$ cat src/hw/rtl/soc_pkg.sv
package soc_pkg;

   // Default sizing for the top-level parameters
   localparam int MAX_PATTERN_DEF = 8;
   localparam int POS_WIDTH_DEF   = 16;

   // Fixed field widths
   localparam int BYTE_W      = 8;
   localparam int PAT_BYTES_W = 64;
   localparam int PAT_LEN_W   = 4;
   localparam int CNT_W       = 16;
   localparam int START_W     = 16;
   localparam int PAT_IDX_W   = 3;

   // Configuration register map
   localparam int CSR_IDX_W = 1;
   localparam logic [CSR_IDX_W-1:0] CSR_PATTERN_BYTES = 1'd0;
   localparam logic [CSR_IDX_W-1:0] CSR_PATTERN_LEN   = 1'd1;

   localparam logic [PAT_LEN_W-1:0] PAT_LEN_RESET = 4'd1;
   localparam logic [CNT_W-1:0]     CNT_MAX       = 16'hFFFF;

   typedef struct packed {
      logic [BYTE_W-1:0] text_byte;
      logic              last_in;
   } req_type;

   typedef struct packed {
      logic               match_here;
      logic [CNT_W-1:0]   match_count;
      logic               first_found;
      logic [START_W-1:0] first_start;
      logic               last_out;
   } rsp_type;

endpackage

$ cat src/hw/rtl/soc_match.sv
module soc_match #(
   parameter int MAX_PATTERN = soc_pkg::MAX_PATTERN_DEF,
   parameter int FILL_W      = $clog2(MAX_PATTERN + 1)
) (
   input  logic [MAX_PATTERN*soc_pkg::BYTE_W-1:0] hist,
   input  logic [FILL_W-1:0]                      fill,
   input  logic [soc_pkg::PAT_BYTES_W-1:0]        pattern_bytes,
   input  logic [soc_pkg::PAT_LEN_W-1:0]          pattern_len,
   output logic [soc_pkg::PAT_LEN_W-1:0]          eff_len,
   output logic                                   hit
);

   localparam int CMP_W = (FILL_W > soc_pkg::PAT_LEN_W ? FILL_W : soc_pkg::PAT_LEN_W) + 1;

   logic [MAX_PATTERN-1:0]       byte_ok;
   logic [soc_pkg::PAT_LEN_W-1:0] pat_idx_full [MAX_PATTERN];
   logic                         fill_ok;

   // Clamp an oversized length to the window size
   always_comb begin
      if (pattern_len > soc_pkg::PAT_LEN_W'(MAX_PATTERN)) begin
         eff_len = soc_pkg::PAT_LEN_W'(MAX_PATTERN);
      end else begin
         eff_len = pattern_len;
      end
   end

   // Byte k back from the newest must equal pattern character len-1-k
   always_comb begin
      for (int k = 0; k < MAX_PATTERN; k++) begin
         pat_idx_full[k] = eff_len - soc_pkg::PAT_LEN_W'(k) - soc_pkg::PAT_LEN_W'(1);
         if (soc_pkg::PAT_LEN_W'(k) >= eff_len) begin
            byte_ok[k] = 1'b1;
         end else begin
            byte_ok[k] = hist[k*soc_pkg::BYTE_W +: soc_pkg::BYTE_W] ==
                         pattern_bytes[pat_idx_full[k][soc_pkg::PAT_IDX_W-1:0]
                                       * soc_pkg::BYTE_W +: soc_pkg::BYTE_W];
         end
      end
   end

   assign fill_ok = (CMP_W'(fill) + CMP_W'(1)) >= CMP_W'(eff_len);
   assign hit     = (eff_len != '0) && fill_ok && (&byte_ok);

endmodule

$ cat src/hw/rtl/substring_occurrence_counter.sv
// Substring occurrence counter.
// Text arrives one byte per transfer on the req_ channel (valid/ready); the
// req_last_in flag marks the final byte of a string. Every byte yields exactly
// one result on the rsp_ channel: whether a pattern occurrence ends at that
// byte, the saturating count of non-overlapping matches in the string, and
// the start index of the first match. Matches never overlap: a hit empties
// the byte history, so the leftmost occurrence wins.
// The pattern (up to MAX_PATTERN bytes, first character in the lowest byte)
// and its length are set through the csr_ write channel, index 0 for the
// bytes and index 1 for the length; write them only while no string is in
// flight. csr_ready is always high.
// Each byte passes the input register and then the result register.
// Throughput: one byte per cycle while the receiver keeps up; the window
// compare and the state update fit between the two registers. When the
// receiver stalls, the result register holds its transfer and the input
// register can still take one more byte, after which req_ready drops.
// Reset (synchronous, active high) empties both registers, clears the
// per-string state and sets the pattern to zero with length one.
module substring_occurrence_counter #(
   parameter int MAX_PATTERN = soc_pkg::MAX_PATTERN_DEF,
   parameter int POS_WIDTH   = soc_pkg::POS_WIDTH_DEF
) (
   input  logic                              clock,
   input  logic                              reset,
   input  logic                              req_valid,
   output logic                              req_ready,
   input  soc_pkg::req_type                  req_data,
   output logic                              rsp_valid,
   input  logic                              rsp_ready,
   output soc_pkg::rsp_type                  rsp_data,
   input  logic                              csr_valid,
   output logic                              csr_ready,
   input  logic [soc_pkg::CSR_IDX_W-1:0]     csr_index,
   input  logic [soc_pkg::PAT_BYTES_W-1:0]   csr_data
);

   localparam int HIST_W = MAX_PATTERN * soc_pkg::BYTE_W;
   localparam int FILL_W = $clog2(MAX_PATTERN + 1);
   localparam int WIDE_W = 32;

   // Configuration
   logic [soc_pkg::PAT_BYTES_W-1:0] pattern_bytes_ff;
   logic [soc_pkg::PAT_LEN_W-1:0]   pattern_len_ff;

   // Input stage
   logic             in_valid_ff, in_valid_in;
   soc_pkg::req_type in_data_ff;

   // Result stage
   logic             rsp_valid_ff, rsp_valid_in;
   soc_pkg::rsp_type rsp_data_ff, rsp_data_in;

   // Per-string state; the window keeps the last byte slot unused since it
   // is shifted out before the next compare
   logic [HIST_W-1:0]        window_ff, window_in;
   logic [FILL_W-1:0]        fill_ff, fill_in;
   logic [soc_pkg::CNT_W-1:0] hit_count_ff, hit_count_in;
   logic [POS_WIDTH-1:0]     pos_ff, pos_in;
   logic                     seen_first_ff, seen_first_in;
   logic [POS_WIDTH-1:0]     first_index_ff, first_index_in;

   logic                          advance;
   logic                          step;
   logic [HIST_W-1:0]             hist;
   logic [soc_pkg::PAT_LEN_W-1:0] eff_len;
   logic                          hit;
   logic [WIDE_W-1:0]             first_wide;

   // Move the input byte forward whenever the result register is free or
   // being drained this cycle
   assign advance   = !rsp_valid_ff || rsp_ready;
   assign step      = advance && in_valid_ff;
   assign req_ready = !in_valid_ff || advance;
   assign csr_ready = 1'b1;

   assign rsp_valid = rsp_valid_ff;
   assign rsp_data  = rsp_data_ff;

   // History plus the new byte, newest in the low byte
   assign hist = (window_ff << soc_pkg::BYTE_W) | HIST_W'(in_data_ff.text_byte);

   soc_match #(
      .MAX_PATTERN(MAX_PATTERN),
      .FILL_W     (FILL_W)
   ) u_match (
      .hist         (hist),
      .fill         (fill_ff),
      .pattern_bytes(pattern_bytes_ff),
      .pattern_len  (pattern_len_ff),
      .eff_len      (eff_len),
      .hit          (hit)
   );

   always_comb begin
      in_valid_in = in_valid_ff;
      if (req_ready) begin
         in_valid_in = req_valid;
      end
   end

   always_comb begin
      rsp_valid_in = rsp_valid_ff;
      if (advance) begin
         rsp_valid_in = in_valid_ff;
      end
   end

   // Next state for one byte
   always_comb begin
      window_in      = window_ff;
      fill_in        = fill_ff;
      hit_count_in   = hit_count_ff;
      pos_in         = pos_ff;
      seen_first_in  = seen_first_ff;
      first_index_in = first_index_ff;

      if (hit) begin
         // Drop the history so the next match cannot overlap this one
         window_in = '0;
         fill_in   = '0;
         if (hit_count_ff != soc_pkg::CNT_MAX) begin
            hit_count_in = hit_count_ff + soc_pkg::CNT_W'(1);
         end
         if (!seen_first_ff) begin
            seen_first_in  = 1'b1;
            first_index_in = pos_ff - POS_WIDTH'(eff_len) + POS_WIDTH'(1);
         end
      end else begin
         window_in = hist;
         if (fill_ff != FILL_W'(MAX_PATTERN - 1)) begin
            fill_in = fill_ff + FILL_W'(1);
         end
      end

      // Hold the position once it saturates
      if (pos_ff != {POS_WIDTH{1'b1}}) begin
         pos_in = pos_ff + POS_WIDTH'(1);
      end
   end

   assign first_wide = WIDE_W'(first_index_in);

   always_comb begin
      rsp_data_in.match_here  = hit;
      rsp_data_in.match_count = hit_count_in;
      rsp_data_in.first_found = seen_first_in;
      rsp_data_in.first_start = seen_first_in ? first_wide[soc_pkg::START_W-1:0] : '0;
      rsp_data_in.last_out    = in_data_ff.last_in;
   end

   // Configuration registers
   always_ff @(posedge clock) begin
      if (reset) begin
         pattern_bytes_ff <= '0;
         pattern_len_ff   <= soc_pkg::PAT_LEN_RESET;
      end else if (csr_valid && csr_ready) begin
         case (csr_index)
            soc_pkg::CSR_PATTERN_BYTES: begin
               pattern_bytes_ff <= csr_data;
            end
            soc_pkg::CSR_PATTERN_LEN: begin
               pattern_len_ff <= csr_data[soc_pkg::PAT_LEN_W-1:0];
            end
            default: begin
               pattern_len_ff <= pattern_len_ff;
            end
         endcase
      end
   end

   // Handshake control
   always_ff @(posedge clock) begin
      if (reset) begin
         in_valid_ff  <= 1'b0;
         rsp_valid_ff <= 1'b0;
      end else begin
         in_valid_ff  <= in_valid_in;
         rsp_valid_ff <= rsp_valid_in;
      end
   end

   // Payload registers
   always_ff @(posedge clock) begin
      if (req_valid && req_ready) begin
         in_data_ff <= req_data;
      end
      if (step) begin
         rsp_data_ff <= rsp_data_in;
      end
   end

   // Per-string state; the final byte of a string returns it to reset
   always_ff @(posedge clock) begin
      if (reset || (step && in_data_ff.last_in)) begin
         window_ff      <= '0;
         fill_ff        <= '0;
         hit_count_ff   <= '0;
         pos_ff         <= '0;
         seen_first_ff  <= 1'b0;
         first_index_ff <= '0;
      end else if (step) begin
         window_ff      <= window_in;
         fill_ff        <= fill_in;
         hit_count_ff   <= hit_count_in;
         pos_ff         <= pos_in;
         seen_first_ff  <= seen_first_in;
         first_index_ff <= first_index_in;
      end
   end

endmodule
$ cat config.mk
export PLATFORM = sky130hd
export DESIGN_NAME = substring_occurrence_counter
export DESIGN_NICKNAME = d
export VERILOG_FILES = /design/src/hw/rtl/soc_pkg.sv /design/src/hw/rtl/soc_match.sv /design/src/hw/rtl/substring_occurrence_counter.sv
export SDC_FILE = /design/constraint.sdc
export NUM_CORES = 1
export LEC_CHECK = 0
export ABC_AREA = 1
export BUFFER_PORTS_ARGS = -buffer_cell sky130_fd_sc_hd__buf_2
export CORE_ASPECT_RATIO = 2
export CORE_MARGIN = 2
export CORE_UTILIZATION = 30
export CTS_BUF_LIST = sky130_fd_sc_hd__clkbuf_4 sky130_fd_sc_hd__clkbuf_8
export CTS_CLUSTER_SIZE = 10
export DETAILED_ROUTE_END_ITERATION = 7
export SYNTH_ARGS = -nofsm -noshare
export SYNTH_HDL_FRONTEND = slang
export SYNTH_HIERARCHICAL = 1
export SYNTH_SLANG_ARGS = --single-unit
$ cat constraint.sdc
create_clock -name clock -period 4 [get_ports clock]
set_clock_uncertainty 0.05 [all_clocks]
set_input_delay 0.2 -clock clock [delete_from_list [all_inputs] [get_ports clock]]
set_output_delay 0.2 -clock clock [all_outputs]
set_load 0.02 [all_outputs]
; Yosys cells after proc, flatten, opt, wreduce, memory -nomap -nowiden
; Cells that the tools add are included.
[classes]
n_addsub = 20
n_reduce_logical = 17
muxes = 17
magnitude_cmp = 10
n_eq_ne = 11
n_bitwise = 2
shift = 8
[op_table]
columns = cell, n
row1 = 64-bit by 7-bit indexed part select with 8-bit output, 8
row2 = 8-bit == test, 8
row3 = 16-bit 2-to-1 mux, 4
row4 = 64-bit by 8-bit OR with 64-bit output, 1
row5 = 56-bit 2-to-1 mux, 1
row6 = "16-bit by 1-bit adder with 16-bit output, second input constant", 3
row7 = "16-bit != test, second input constant", 2
row8 = "3-bit by 1-bit subtractor with 3-bit output, second input constant", 8
row9 = "3-bit by 4-bit greater-or-equal comparator with 1-bit output, first input constant", 4
row10 = 16-bit by 4-bit subtractor with 16-bit output, 1
row11 = 4-bit 2-to-1 mux, 3
row12 = "3-bit subtractor, second input constant", 4
row13 = 1-bit 2-to-1 mux, 9
row14 = "1-bit by 4-bit greater-or-equal comparator with 1-bit output, first input constant", 2
row15 = "2-bit by 4-bit greater-or-equal comparator with 1-bit output, first input constant", 2
row16 = 2-bit AND reduction, 4
row17 = 8-bit AND reduction, 1
row18 = "3-bit by 2-bit subtractor with 3-bit output, second input constant", 2
row19 = "4-bit by 1-bit adder with 5-bit output, second input constant", 1
row20 = 5-bit by 4-bit greater-or-equal comparator with 1-bit output, 1
row21 = 1-bit logical AND, 5
row22 = "4-bit by 1-bit adder with 4-bit output, second input constant", 1
row23 = "4-bit > comparator, second input constant", 1
row24 = "4-bit by 3-bit != test with 1-bit output, second input constant", 1
row25 = 5 further kinds, 8
[word_totals]
wordCells = 102
input_bits = 79
out_inout_bits = 38
regBits = 223

; Depth between registers and ports, before layout
; Gate-level depths: netlist of the first run.
[logic_depth]
depth_word = 11
mapped_depth = 33
depth_no_buf = 30

; By module
; The synthesis of the first run kept the hierarchy.
[modules_own_cells]
columns = mod, area_per_inst_um2, instances, cells_each
row1 = substring_occurrence_counter, 9730.6, 1, 1236
row2 = soc_match, 4743.3, 1, 1042

; Worst setup path after synthesis of the first run
; No wires, ideal clock.
[synth_path]
kind = reg2reg
startpoint = register pattern_len_ff[1] (netlist bit)
endpoint = register rsp_data_ff, in the netlist rsp_data[1], data pin
setup_ps = 268
setup_slack_ps = -81
required_time_ps = 3682
path_buffers = 6
period_less_slack_ps = 4081
t_arrival_ps = 3762
path_stages_with_launch = 24
cell_sequence = dfxtp_1 -> buf_4 -> clkbuf_1 -> nand2_1 -> ha_1 -> ha_1 -> inv_1 -> buf_2 -> buf_1 -> nand3_1 -> nand2_1 -> xor2_1 -> nand3_1 -> nor2_1 -> nand2_1 -> nor2_1 -> nand2_1 -> nor2_1 -> buf_2 -> inv_2 -> nor2_2 -> buf_2 -> mux2i_1 -> nor2_1
[synth_between]
elab_chain_len = 10
word_cells_on_any_way = 58
[synth_rtl]
columns = element, line_no
row1 = from (decl), substring_occurrence_counter.sv:43  ; logic [soc_pkg::PAT_LEN_W-1:0] pattern_len_ff;
row2 = from (signal assigned), substring_occurrence_counter.sv:155  ; pattern_len_ff <= soc_pkg::PAT_LEN_RESET;
row3 = from (signal assigned), substring_occurrence_counter.sv:162  ; pattern_len_ff <= csr_data[soc_pkg::PAT_LEN_W-1:0];
row4 = from (signal assigned), substring_occurrence_counter.sv:165  ; pattern_len_ff <= pattern_len_ff;
row5 = 4-bit > comparator, soc_match.sv:21  ; if (pattern_len > soc_pkg::PAT_LEN_W'(MAX_PATTERN)) begin
row6 = 4-bit 2-to-1 mux (*), soc_match.sv:21
row7 = "3-bit by 1-bit subtractor with 3-bit output, or another cell as far along", soc_match.sv:31  ; pat_idx_full[k] = eff_len - soc_pkg::PAT_LEN_W'(k) - soc_pkg::PAT_LEN_W'(1);
row8 = 3-bit by 1-bit subtractor with 3-bit output, soc_match.sv:31
row9 = 64-bit by 7-bit indexed part select with 8-bit output, soc_match.sv:36  ; pattern_bytes[pat_idx_full[k][soc_pkg::PAT_IDX_W-1:0]
row10 = 8-bit == test, soc_match.sv:35  ; byte_ok[k] = hist[k*soc_pkg::BYTE_W +: soc_pkg::BYTE_W] ==
row11 = 1-bit 2-to-1 mux, soc_match.sv:32  ; if (soc_pkg::PAT_LEN_W'(k) >= eff_len) begin
row12 = 8-bit AND reduction, soc_match.sv:43  ; assign hit = (eff_len != '0) && fill_ok && (&byte_ok);
row13 = 1-bit logical AND (*), soc_match.sv:43
row14 = via hit, substring_occurrence_counter.sv:66  ; logic hit;
row15 = 16-bit 2-to-1 mux or 1-bit 2-to-1 mux (tied branches), substring_occurrence_counter.sv:117  ; if (hit) begin
row16 = to (signal assigned), substring_occurrence_counter.sv:188  ; rsp_data_ff <= rsp_data_in;
row17 = to (decl), substring_occurrence_counter.sv:51  ; soc_pkg::rsp_type rsp_data_ff, rsp_data_in;
; Mark *: on every way through the listed nets, which the timed path passes. The rest lies on a longest branch.
; A chain may end at the register's enable or synchronous reset.

; Final worst setup path of the first run
[layout_path]
startpoint = register pattern_len_ff[0] (netlist bit)
endpoint = register rsp_data_ff, in the netlist rsp_data[1], data pin
[layout_between]
elab_chain_len = 10
word_cells_on_any_way = 58
[layout_rtl]
columns = element, line_no
row1 = 4-bit > comparator, soc_match.sv:21
row2 = 4-bit 2-to-1 mux (*), soc_match.sv:21
row3 = "via eff_len, one bit", substring_occurrence_counter.sv:65  ; logic [soc_pkg::PAT_LEN_W-1:0] eff_len;
row4 = "3-bit by 1-bit subtractor with 3-bit output, or another cell as far along", soc_match.sv:31
row5 = 3-bit by 1-bit subtractor with 3-bit output, soc_match.sv:31
row6 = 64-bit by 7-bit indexed part select with 8-bit output, soc_match.sv:36
row7 = 8-bit == test, soc_match.sv:35
row8 = 1-bit 2-to-1 mux, soc_match.sv:32
row9 = 8-bit AND reduction, soc_match.sv:43
row10 = 1-bit logical AND (*), soc_match.sv:43
row11 = via hit, substring_occurrence_counter.sv:66
row12 = 16-bit 2-to-1 mux or 1-bit 2-to-1 mux (tied branches), substring_occurrence_counter.sv:117
; Marked as above.

==> results of run 1 <==
[registers in the layout, summed over array words and instances, names as in the netlist]
register	count
seen_first_ff	1
window_ff	56
pattern_bytes_ff	64
pos_ff	16
pattern_len_ff	4
rsp_valid	1
in_valid_ff	1
first_index_ff	16
in_data_ff	9
fill_ff	4
rsp_data	35
hit_count_ff	16
[worst max-delay path by stage]
stage	start	endpoint	slack (ns)
after floorplan	pattern_len_ff[1]$_SDFFE_PP0P_	rsp_data[1]$_SDFFCE_PN0P_	0.03
after global placement	pattern_len_ff[1]$_SDFFE_PP0P_	rsp_data[1]$_SDFFCE_PN0P_	0.15
after detailed placement	pattern_len_ff[1]$_SDFFE_PP0P_	rsp_data[2]$_SDFFCE_PN0P_	0.16
after CTS	pattern_len_ff[1]$_SDFFE_PP0P_	rsp_data[1]$_SDFFCE_PN0P_	0.10
after global routing	pattern_len_ff[1]$_SDFFE_PP0P_	hit_count_ff[15]$_SDFFE_PP0P_	0.001
final	pattern_len_ff[0]$_SDFFE_PP1P_	rsp_data[1]$_SDFFCE_PN0P_	0.26
[area by class of cell]
cell class	instances	area, sq um	area share
inverters	224	849.6	0.04868
clock inverters	18	137.6	0.007887
well taps	632	790.8	0.04531
multi-input cells	1715	8168	0.4681
clock buffers	47	596.8	0.03420
repair buffers	266	1999	0.1146
diodes	1	2.502	0.0001434
flip-flops and latches	223	4906	0.2811
[kinds of logic (layout without fill, tap and decap cells)]
group	count (synthesis)	after routing	synth area share
buffers and inverters	340	555	0.1005
flip-flops	223	223	0.3389
AO/OA/AOI/OAI	273	273	0.09544
other	1	2	0.0002591
adder cells (fa/ha/maj)	43	43	0.03769
AND/OR/NAND/NOR	1372	1372	0.4111
multiplexers	4	4	0.002766
XOR/XNOR	22	22	0.01331
[cell usage in the layout (no fill, tap or decap), types with 7 or more instances in the layout]
cell,instances
sky130_fd_sc_hd__clkbuf_8,39
sky130_fd_sc_hd__edfxtp_1,44
sky130_fd_sc_hd__clkinv_2,9
sky130_fd_sc_hd__xor2_1,15
sky130_fd_sc_hd__buf_4,64
sky130_fd_sc_hd__nand4_1,19
sky130_fd_sc_hd__inv_2,9
sky130_fd_sc_hd__buf_2,115
sky130_fd_sc_hd__ha_1,42
sky130_fd_sc_hd__nand3_1,348
sky130_fd_sc_hd__dlygate4sd3_1,77
sky130_fd_sc_hd__nand2_2,14
sky130_fd_sc_hd__clkbuf_4,9
sky130_fd_sc_hd__nor2_4,9
sky130_fd_sc_hd__nand3b_1,33
sky130_fd_sc_hd__inv_1,208
sky130_fd_sc_hd__clkinv_1,7
sky130_fd_sc_hd__o21ai_0,115
sky130_fd_sc_hd__a21oi_1,114
sky130_fd_sc_hd__xnor2_1,7
sky130_fd_sc_hd__nor3_1,9
sky130_fd_sc_hd__dfxtp_1,178
sky130_fd_sc_hd__nand2_1,699
sky130_fd_sc_hd__or2_2,8
sky130_fd_sc_hd__o21ai_1,38
sky130_fd_sc_hd__nor2_1,215
[metrics by stage]
step	instance area [sq um]	std cells	power, mW	hold WS (ns)	worst slack [ns]
2_1_floorplan	14480	2278	3.599	0.2191	0.03006
3_3_place_gp	15870	2982	4.162	0.3285	0.1509
3_5_place_dp	15870	2982	4.172	0.3285	0.1618
4_1_cts	17370	3124	6.339	0.03947	0.1009
5_1_grt	17450	3126	6.654	0.1233	0.001054
6_report	17450	3126	6.307	0.09391	0.2560
[critical path: cells and delay by family, from the launching register on]
family	cells	cell delay, ns
flip-flops	1	0.44
buffers and inverters	6	0.80
AND/OR/NAND/NOR	17	1.92
multiplexers	1	0.24
[power breakdown]
part | total (mW) | switching (mW) | leakage, nW | internal, mW
combinational | 1.74 | 1.15 | 5.78 | 0.595
sequential | 2.48 | 0.0888 | 1.89 | 2.39
clock | 2.08 | 1.02 | 0.383 | 1.06
total | 6.31 | 2.26 | 8.05 | 4.04
[per-layer routing]
metal  vias up  part of all wire  wire (microns)
met5         -                 0               0
met2       499              0.51           29260
met1      6987              0.33           18730
li1       7740                 -               -
met3       197             0.038            2152
met4         0              0.13            7180
[repair_timing]
item | CTS | global route
hold buffers | 77 | 0
setup endpoints to repair | 0 | 83
gates resized for setup | 0 | 20
hold endpoints to repair | 79 | 0
==> parameters.txt, run 1 <==
Parameter                              Value

CTS
  Number of setup buffers added after CTS ... 0
  TritonCTS Sinks ... 223
  Clock Pin Slew Worst Setup and Hold Paths ... roughly 0.070 ns
  Maximum buffer depth of the clock tree ... 3
  Maximum level of the CTS H-tree ... 2
  Clock tree from TritonCTS ... yes
  Clock latency reported for the late side of the worst-skew pair ... between 0.5 and 0.6 ns
  Buffer cell driving the clock tree root ... sky130_fd_sc_hd__clkbuf_8
  Number of buffers added by the clock tree synthesis step ... 36

Route
  Detailed-routing iteration count for the pre-antenna-repair pass ... 6
  Detailed-route vias per instance ... 4.934
  Number of violations reported at the end of detailed-routing iteration 0 ... approximately 830
  Final routed wire length divided by cell count ... about 18 microns
  Via total after detailed routing ... 15420
  DRC violation count after routing ... 0
  Final WL ... roughly 57000 microns
  Remaining antenna violation count after routing ... 0

Placement
  Weighted congestion reported at the end of routability-driven placement ... between 1 and 1.5
  Number of buffers inserted by port buffering ... approximately 120
  Post-DP HPWL ... 44290 microns

STA
  Final Hold Violating Endpoints ... 0
  Slew @ Worst Pin ... roughly 1.0 ns
  Count of endpoints failing setup in the final report ... 0
  Worst rel slew slack ... 0.3059
  Period Utilization, post-route ... 0.9360
  RSZ-0062 raised after global routing ... false
  Highest achievable clock rate ... 267.1 MHz
  Shortest period the worst path allows ... 3.744 ns
  Setup TNS ... 0 ns
  Final-report max-slew violation count ... 0

Power
  Leak pwr ... 8.050 nW
  Max IR drop VDD ... slightly above 0.3 mV
  Pwr per Cell Area ... about 360 nW/um^2

Setup path
  Startpoint type of the worst setup path ... flip-flop
  Top fanout value on the critical path ... 10
  Worst r2r dst ... rsp_data[1]$_SDFFCE_PN0P_
  Worst flop-to-flop path startpoint ... pattern_len_ff[0]$_SDFFE_PP1P_
  Worst Path Arrival ... between 3 and 4 ns
  Critical-path cell with the highest stage delay ... sky130_fd_sc_hd__dfxtp_1
  Required time at the worst-slack endpoint ... ~4.3 ns
  CP Cell Sequence ... inv_2 > buf_4 > nor2_4 > buf_4 > nand2_1 > nand2_1 > nand2_1 > nand2_1 > nand2_1 > nand3b_1 > nand2_1 > nor2_1 > nand3_1 > nor2_1 > buf_4 > nand2_1 > nor2_1 > nand2_1 > nor2_4 > inv_2 > nor2_4 > buf_6 > mux2i_1 > nor2_1
  Register-to-register setup slack ... about 0.26 ns
  Most frequent cell on the critical path ... sky130_fd_sc_hd__nand2_1
  Register-to-Register Path Depth ... 24
  Kind of end point of the critical path ... flip-flop
  Worst setup path class ... reg -> reg
  Critical path's largest stage delay ... between 0.4 and 0.5 ns

Die
  Initial cell density of the core ... 0.3047
  Core area ... 47510 sq um
  Row count ... 113
  Die X ... 159.3 microns
  Die extent in y ... ~310 microns
  Overall die area ... 50130 sq um
  Top Ports ... about 120

Hold path
  Number of cells traversed by the worst hold path ... 4
  Beginning of the worst hold path ... csr_valid
  Terminating pin of the worst hold path ... pattern_len_ff[3]$_SDFFE_PP0P_
  Min-Delay Path Class ... in -> reg

Synthesis
  Number of enable-type register cells in the synthesized netlist ... 44
  Synthesized netlist cell count ... between 2000 and 2500
  Yosys Warn Count ... 6
  Post-synthesis cell type count ... slightly above 40
  Dominant cells by area after synthesis ... sky130_fd_sc_hd__dfxtp_1 (25%), sky130_fd_sc_hd__nand2_1 (18%), sky130_fd_sc_hd__nand3_1 (12%)
  Post-synthesis instance area ... approximately 14000 sq um
  Mean instance size in the synthesized netlist ... 6.354 sq um
  Share of synthesized registers carrying an async set or reset ... 0
  Most used standard cells in the synthesized netlist ... sky130_fd_sc_hd__nand2_1 (702), sky130_fd_sc_hd__nand3_1 (349), sky130_fd_sc_hd__nor2_1 (218)
  Cell with the most instances after synthesis ... sky130_fd_sc_hd__nand2_1
  Sequential cell area fraction in the yosys report ... 0.3389
  Area share of the largest cell type after synthesis ... 0.2476
  Number of nets in the synthesized netlist ... 2400
  Cell type with the highest aggregate area in the netlist ... sky130_fd_sc_hd__dfxtp_1
  Flip-flop and latch count after synthesis ... around 220
  Commonest register cell after synthesis ... sky130_fd_sc_hd__dfxtp_1

Layout
  # nets final ... about 2600
  Utilization of the core after routing ... 0.3673
  Final-layout fill cell count ... between 5000 and 6000
  Synthesis-to-finish area growth ... 20.57%
  Fraction of layout instances using a drive strength above 1 ... 0.1256

GRT
  GR met1 Demand/Resource ... 0.2057
  Overall global routing resource usage ... 0.2279
  GR Overflow Total ... 0
  Maximum number of pins on one net before global-route repair ... 84
  Wire length of the first global-routing pass ... 86780 microns
  GRT met2 Usage ... 0.4211
  Met3 Resource Use GR ... 0.02740
  Antenna violations before repair ... 1
  Number of global-route vias before repair ... between 15000 and 20000
  Routing layer with the top usage in global route ... met2

Job
  Max-cap viol count ... 0

Outcome
  Result of the run ... completed
No activity file was read; power rests on OpenSTA's default activity.
==> run 2, diff against run 1 <==
- CORE_ASPECT_RATIO: 2 -> 1.75
==> run 2 against run 1 <==
  * First-iteration DRC count up 27%
  * Final area up 0.30%
  * Final cell count down 1.4%
  * Critical path depth down 1
  * Critical path type unchanged
  * Critical endpoint is now rsp_data[2]$_SDFFCE_PN0P_
  * Largest power group unchanged
==> parameters.txt, run 2 (same netlist as run 1, synthesis figures left out) <==
Parameter                              Value

Power
  Total power ... 6.340 mW (+0.53%)
  Max IR drop VDD ... 0.2442 mV (-19%)
  Leak pwr ... 8.061 nW (+0.13%)
  Pwr per Cell Area ... 362.2 nW/um^2 (+0.23%)

Placement
  Standard cell area after detailed placement ... 15820 sq um (-0.33%)
  Post-DP HPWL ... 43200 microns (-2.5%)
  # placed instances ... 2935 (-1.6%)
  Number of buffers inserted by port buffering ... 115 (unchanged)
  Worst setup slack before clock tree synthesis ... -0.05764 ns (-0.2194 ns)
  Weighted congestion reported at the end of routability-driven placement ... 1.010 (-3.0%)

Layout
  Synthesis-to-finish area growth ... 20.93%
  Non-filler instance count after layout ... 3083 (-1.4%)
  Utilization of the core after routing ... 0.3666 (-0.0007480)
  Most flops, register ... pattern_bytes_ff
  Fraction of layout instances using a drive strength above 1 ... 0.1266 (+0.001056)
  Flip-flop count of the largest register after layout ... 64 (unchanged)
  Final Cell Area ... 17500 sq um (+0.30%)
  Highest-count cells in the layout ignoring fill and taps ... sky130_fd_sc_hd__nand2_1 (701), sky130_fd_sc_hd__nand3_1 (346), sky130_fd_sc_hd__nor2_1 (214), sky130_fd_sc_hd__inv_1 (208), sky130_fd_sc_hd__dfxtp_1 (177)
  Commonest non-fill, non-tap cell in the layout ... sky130_fd_sc_hd__nand2_1
  Final-layout fill cell count ... 5206 (+0.87%)
  Seq. cell area ... 4907 sq um (about the same)
  Area used by multi-input combinational logic ... 8193 sq um (+0.31%)
  # nets final ... 2583 (-0.19%)

Route
  Remaining antenna violation count after routing ... 0 (unchanged)
  Detailed-route vias per instance ... 5.012 (+1.6%)
  Number of violations reported at the end of detailed-routing iteration 0 ... 1055 (+27%)
  Detailed-routing iteration count for the pre-antenna-repair pass ... 6 (unchanged)
  Final routed wire length divided by cell count ... 18.22 microns (-0.66%)
  Via total after detailed routing ... 15450 (+0.19%)
  DRC violation count after routing ... 0 (unchanged)
  Final WL ... 56160 microns (-2.0%)

CTS
  TritonCTS Sinks ... 223 (unchanged)
  Clock tree from TritonCTS ... yes
  Clock Pin Slew Worst Setup and Hold Paths ... 0.07 ns (about the same)
  Maximum buffer depth of the clock tree ... 3 (unchanged)
  Maximum level of the CTS H-tree ... 2 (unchanged)
  Number of buffers added by the clock tree synthesis step ... 36 (unchanged)
  Clock latency reported for the late side of the worst-skew pair ... 0.57 ns (-0.02 ns)
  Buffer cell driving the clock tree root ... sky130_fd_sc_hd__clkbuf_8

STA
  Final-report max-slew violation count ... 0 (unchanged)
  Period Utilization, post-route ... 0.9487 (+0.01270)
  Shortest period the worst path allows ... 3.795 ns (+0.05079 ns)
  Final Hold Violating Endpoints ... 0 (unchanged)
  Final worst slack ... 0.2052 ns (-0.05079 ns)
  Worst rel slew slack ... 0.3266 (+0.02075)
  Worst Hold Slack ... 0.05061 ns (-0.04330 ns)
  Highest achievable clock rate ... 263.5 MHz (-1.3%)
  Count of endpoints failing setup in the final report ... 0 (unchanged)
  Setup TNS ... 0 ns (unchanged)
  Slew @ Worst Pin ... 1.010 ns (-0.03113 ns)

Setup path
  CP Cell Sequence ... inv_6 > nand2_4 > buf_16 > buf_4 > nand2_1 > o21ai_1 > inv_1 > nand2_1 > nand3_1 > nand3_1 > nand2_1 > nor2_1 > nand2_1 > nor2_1 > nand2_1 > nand2_1 > nand2_1 > nor2_4 > inv_2 > nor2_4 > buf_8 > mux2i_2 > nor2_1
  Startpoint type of the worst setup path ... flip-flop
  Top fanout value on the critical path ... 36 (+26)
  Worst setup path class ... reg -> reg
  Kind of end point of the critical path ... flip-flop
  Most frequent cell on the critical path ... sky130_fd_sc_hd__nand2_1
  Critical-path cell with the highest stage delay ... sky130_fd_sc_hd__dfxtp_2
  Required time at the worst-slack endpoint ... 4.23 ns (-0.02 ns)
  Critical path's largest stage delay ... 0.41 ns (-0.03 ns)
  Worst Path Arrival ... 4.03 ns (+0.04 ns)

GRT
  Antenna violations before repair ... 1 (unchanged)
  Number of global-route vias before repair ... 15090 (-0.36%)
  Wire length of the first global-routing pass ... 85040 microns (-2.0%)
  Overall global routing resource usage ... 0.2228 (-0.005084)
  GR Overflow Total ... 0 (unchanged)
  Maximum number of pins on one net before global-route repair ... 81 (-3.6%)

Hold path
  Min-Delay Path Class ... in -> reg

Job
  Max-cap viol count ... 0 (unchanged)

Die
  Core area ... 47750 sq um (+0.51%)
  Die X ... 170.0 microns (+6.7%)
  Row count ... 106 (-6.2%)
  Initial cell density of the core ... 0.3031 (-0.001533)
  Top Ports ... 117 (unchanged)
  Die extent in y ... 294.6 microns (-6.4%)
  Overall die area ... 50090 sq um (about the same)

Outcome
  Result of the run ... completed
run 2: metal layers:
metal,global-route usage,vias to the layer above,part of all wire
met4,0.2233,0,0.12
li1,-,7717,-
met2,0.4040,494,0.50
met1,0.2114,7050,0.34
met3,0.02498,191,0.039
met5,0,-,0
run 2: critical path: cells and delay by family (launching register included):
kind                   cells  cell delay (ns)
and+or+nand+nor           15             1.82
AOI/OAI and AO/OA          1             0.21
DFF                        1             0.41
buffers and inverters      6             0.79
muxes                      1             0.23
run 2: layout make-up:
cell class	count	share of cell area
inverters	224	0.04868
repair buffers	261	0.1180
flip-flops and latches	223	0.2804
clock inverters	17	0.007006
well taps	594	0.04246
clock buffers	48	0.03524
diodes	1	0.0001430
multi-input cells	1715	0.4681
run 2: final timing paths:
kind,start,endpoint,cells after the start,slack [ns]
max,pattern_len_ff[3]$_SDFFE_PP0P_,rsp_data[2]$_SDFFCE_PN0P_,23,0.21
min,csr_index,pattern_len_ff[3]$_SDFFE_PP0P_,4,0.05
max reg2reg,pattern_len_ff[3]$_SDFFE_PP0P_,rsp_data[2]$_SDFFCE_PN0P_,23,0.21
min reg2reg,window_ff[54]$_SDFFE_PP0P_,window_ff[54]$_SDFFE_PP0P_,2,0.44
run 2: repair_timing:
action	in CTS	in global routing
hold endpoints to repair	79	0
setup endpoints to repair	17	122
pin swaps	0	2
gates resized for setup	3	28
gates cloned	0	3
hold buffers	78	0
setup buffers	0	1
run 2: where the power goes:
group / switching [mW] / internal [mW] / leakage [nW] / total [mW]
registers: 0.0907 / 2.39 / 1.89 / 2.48
logic: 1.16 / 0.620 / 5.79 / 1.78
clock network: 0.994 / 1.08 / 0.386 / 2.08
==> run 3, diff against run 2 <==
- BUFFER_PORTS_ARGS: -buffer_cell sky130_fd_sc_hd__buf_2 -> -buffer_cell sky130_fd_sc_hd__buf_4
- CORE_MARGIN: 2 -> 1
- clock period: 4 -> 4.75 ns (I/O delays scaled with it)
==> run 3 against run 2 <==
  * Utilization fell by 0.40 points
  * Register-to-register slack improved by 0.21 ns
  * Largest cell class unchanged
  * Non-clock buffer count is 42 lower
  * Maximum frequency shrank 13%
  * Die area decreased by 1.8%
  * Highest routed layer unchanged
  * First-iteration DRC count is 5.5% lower
  * Combinational power shrank 22%
  * Setup slack better by 0.21 ns
  * Sequential share of layout area grew 0.30 points
  * Critical endpoint is now rsp_data[4]$_SDFFCE_PN0P_
==> parameters.txt, run 3 (same netlist as run 1, synthesis figures left out) <==
Parameter                              Value

Layout
  Fraction of layout instances using a drive strength above 1 ... 0.1081 (-0.01849)
  Most flops, register ... pattern_bytes_ff
  Highest-count cells in the layout ignoring fill and taps ... sky130_fd_sc_hd__nand2_1 (699), sky130_fd_sc_hd__nand3_1 (349), sky130_fd_sc_hd__nor2_1 (216), sky130_fd_sc_hd__inv_1 (210), sky130_fd_sc_hd__dfxtp_1 (178)
  Synthesis-to-finish area growth ... 19.61%
  Utilization of the core after routing ... 0.3626 (-0.003983)
  Flip-flop count of the largest register after layout ... 64 (unchanged)
  # nets final ... 2543 (-1.5%)
  Commonest non-fill, non-tap cell in the layout ... sky130_fd_sc_hd__nand2_1
  Final Cell Area ... 17310 sq um (-1.1%)

Die
  Top Ports ... 117 (unchanged)
  Initial cell density of the core ... 0.3031 (unchanged)
  Overall die area ... 49160 sq um (-1.8%)
  Die extent in y ... 292.6 microns (-0.68%)
  Die X ... 168.0 microns (-1.2%)
  Core area ... 47750 sq um (unchanged)
  Row count ... 106 (unchanged)

Route
  Final WL ... 54640 microns (-2.7%)
  Final routed wire length divided by cell count ... 17.94 microns (-1.5%)
  Number of violations reported at the end of detailed-routing iteration 0 ... 997 (-5.5%)
  DRC violation count after routing ... 0 (unchanged)
  Detailed-routing iteration count for the pre-antenna-repair pass ... 6 (unchanged)
  Detailed-route vias per instance ... 5.018 (+0.12%)
  Via total after detailed routing ... 15290 (-1.1%)
  Remaining antenna violation count after routing ... 0 (unchanged)

Power
  Leak pwr ... 7.937 nW (-1.5%)
  Pwr per Cell Area ... 307.5 nW/um^2 (-15%)
  Max IR drop VDD ... 0.2033 mV (-17%)

Hold path
  Beginning of the worst hold path ... csr_index
  Number of cells traversed by the worst hold path ... 4 (unchanged)
  Terminating pin of the worst hold path ... pattern_len_ff[3]$_SDFFE_PP0P_
  Min-Delay Path Class ... in -> reg

CTS
  Number of buffers added by the clock tree synthesis step ... 38 (+5.6%)
  Number of setup buffers added after CTS ... 0 (unchanged)
  Clock latency reported for the late side of the worst-skew pair ... 0.60 ns (+0.03 ns)
  Clock tree from TritonCTS ... yes
  Maximum level of the CTS H-tree ... 2 (unchanged)
  Maximum buffer depth of the clock tree ... 3 (unchanged)
  Buffer cell driving the clock tree root ... sky130_fd_sc_hd__clkbuf_8
  TritonCTS Sinks ... 223 (unchanged)
  Clock Pin Slew Worst Setup and Hold Paths ... 0.08 ns (about the same)

STA
  Worst Hold Slack ... 0.02973 ns (-0.02088 ns)
  Worst rel slew slack ... 0.2694 (-0.05728)
  Final-report max-slew violation count ... 0 (unchanged)
  Highest achievable clock rate ... 230.6 MHz (-13%)
  Final Hold Violating Endpoints ... 0 (unchanged)
  Shortest period the worst path allows ... 4.337 ns (+0.5423 ns)
  Slew @ Worst Pin ... 1.092 ns (+0.08189 ns)
  RSZ-0062 raised after global routing ... false
  Final worst slack ... 0.4129 ns (+0.2077 ns)
  Setup TNS ... 0 ns (unchanged)
  Count of endpoints failing setup in the final report ... 0 (unchanged)
  Period Utilization, post-route ... 0.9131 (-0.03562)

GRT
  Number of global-route vias before repair ... 14850 (-1.6%)
  Overall global routing resource usage ... 0.2232 (+0.0004708)
  GR Overflow Total ... 0 (unchanged)
  Antenna violations before repair ... 1 (unchanged)
  Maximum number of pins on one net before global-route repair ... 97 (+20%)
  Wire length of the first global-routing pass ... 83390 microns (-1.9%)

Setup path
  Worst setup path class ... reg -> reg
  Register-to-Register Path Depth ... 21 (-8.7%)
  Worst Path Arrival ... 4.54 ns (+0.51 ns)
  Worst flop-to-flop path startpoint ... pattern_len_ff[0]$_SDFFE_PP1P_
  Top fanout value on the critical path ... 96 (+170%)
  Startpoint type of the worst setup path ... flip-flop
  Kind of end point of the critical path ... flip-flop
  Register-to-register setup slack ... 0.41 ns (+0.21 ns)
  Required time at the worst-slack endpoint ... 4.95 ns (+0.72 ns)
  Worst r2r dst ... rsp_data[4]$_SDFFCE_PN0P_

Placement
  Weighted congestion reported at the end of routability-driven placement ... 0.9903 (-1.9%)
  Worst setup slack before clock tree synthesis ... 0.3468 ns (+0.4044 ns)
  Standard cell area after detailed placement ... 15720 sq um (-0.59%)
  Number of buffers inserted by port buffering ... 115 (unchanged)
  Post-DP HPWL ... 41500 microns (-3.9%)

Outcome
  Result of the run ... completed

Job
  Max-cap viol count ... 0 (unchanged)
run 3: cell types whose count changed in the layout (fill, tap and decap cells not counted), sizes merged:
cell	before	now
buf	181	140
clkbuf	50	57
clkinv	13	10
clkinvlp	4	3
dlygate4sd3	78	79
run 3: worst max-delay path by stage:
stage | start | endpoint | slack, ns | cells after the start
floorplan | pattern_len_ff[1]$_SDFFE_PP0P_ | rsp_data[1]$_SDFFCE_PN0P_ | 0.67 | 23
global placement | pattern_len_ff[3]$_SDFFE_PP0P_ | rsp_data[4]$_SDFFCE_PN0P_ | 0.35 | 22
detailed placement | pattern_len_ff[3]$_SDFFE_PP0P_ | rsp_data[4]$_SDFFCE_PN0P_ | 0.35 | 22
CTS | pattern_len_ff[3]$_SDFFE_PP0P_ | rsp_data[4]$_SDFFCE_PN0P_ | 0.26 | 22
global route | pattern_len_ff[2]$_SDFFE_PP0P_ | rsp_data[4]$_SDFFCE_PN0P_ | 0.11 | 23
finish | pattern_len_ff[0]$_SDFFE_PP1P_ | rsp_data[4]$_SDFFCE_PN0P_ | 0.41 | 21
run 3: what timing repair did:
| action | CTS | global route |
|---|---|---|
| endpoints found under the setup margin | 0 | 11 |
| hold endpoints to repair | 78 | 0 |
| gates resized for setup | 0 | 3 |
| hold buffers | 79 | 0 |
run 3: through the flow:
step,cells,power [mW]
finish,3046,5.324
global route,3046,5.615
CTS,3045,5.369
detailed placement,2896,3.459
global placement,2896,3.452
floorplan,2278,3.030
run 3: where the power goes:
part	switching [mW]	total, mW	internal (mW)
combinational	0.920	1.39	0.471
sequential	0.0836	2.10	2.01
clock	0.847	1.84	0.989
run 3: critical path, cell delays in order, from the launching register on:
cell	delay (ns)
sky130_fd_sc_hd__dfxtp_1	0.43
sky130_fd_sc_hd__buf_4	0.18
sky130_fd_sc_hd__nand2_4	0.06
sky130_fd_sc_hd__buf_12	0.19
sky130_fd_sc_hd__o21ai_1	0.66
sky130_fd_sc_hd__nand2_1	0.25
sky130_fd_sc_hd__nand2_1	0.12
sky130_fd_sc_hd__nand2_1	0.05
sky130_fd_sc_hd__nand2_1	0.06
sky130_fd_sc_hd__nor2_1	0.04
sky130_fd_sc_hd__nor2_1	0.14
sky130_fd_sc_hd__nand3_1	0.11
sky130_fd_sc_hd__nor2_1	0.19
sky130_fd_sc_hd__nand2_1	0.09
sky130_fd_sc_hd__nor2_1	0.10
sky130_fd_sc_hd__nand2_1	0.07
sky130_fd_sc_hd__nor2_2	0.22
sky130_fd_sc_hd__inv_2	0.09
sky130_fd_sc_hd__nor2_2	0.26
sky130_fd_sc_hd__inv_1	0.21
sky130_fd_sc_hd__a22oi_1	0.26
sky130_fd_sc_hd__nor2_1	0.07
run 3: cell type report:
type | instances | area, sq um
inverter | 224 | 848.3
timing repair buffer | 219 | 1892
tap | 594 | 743.2
multi-input combinational | 1715 | 8132
fill | 5174 | 30430
clock inverter | 13 | 105.1
clock buffer | 57 | 684.4
antenna | 1 | 2.502
sequential | 223 | 4906
run 3: metal layers:
layer,part of all wire,up-vias,track usage,routed length [microns]
met3,0.035,182,0.02094,1917
met5,0,-,0,0
met2,0.50,460,0.4121,27480
met1,0.35,6984,0.2115,19080
met4,0.11,0,0.2231,6156
li1,-,7659,-,-
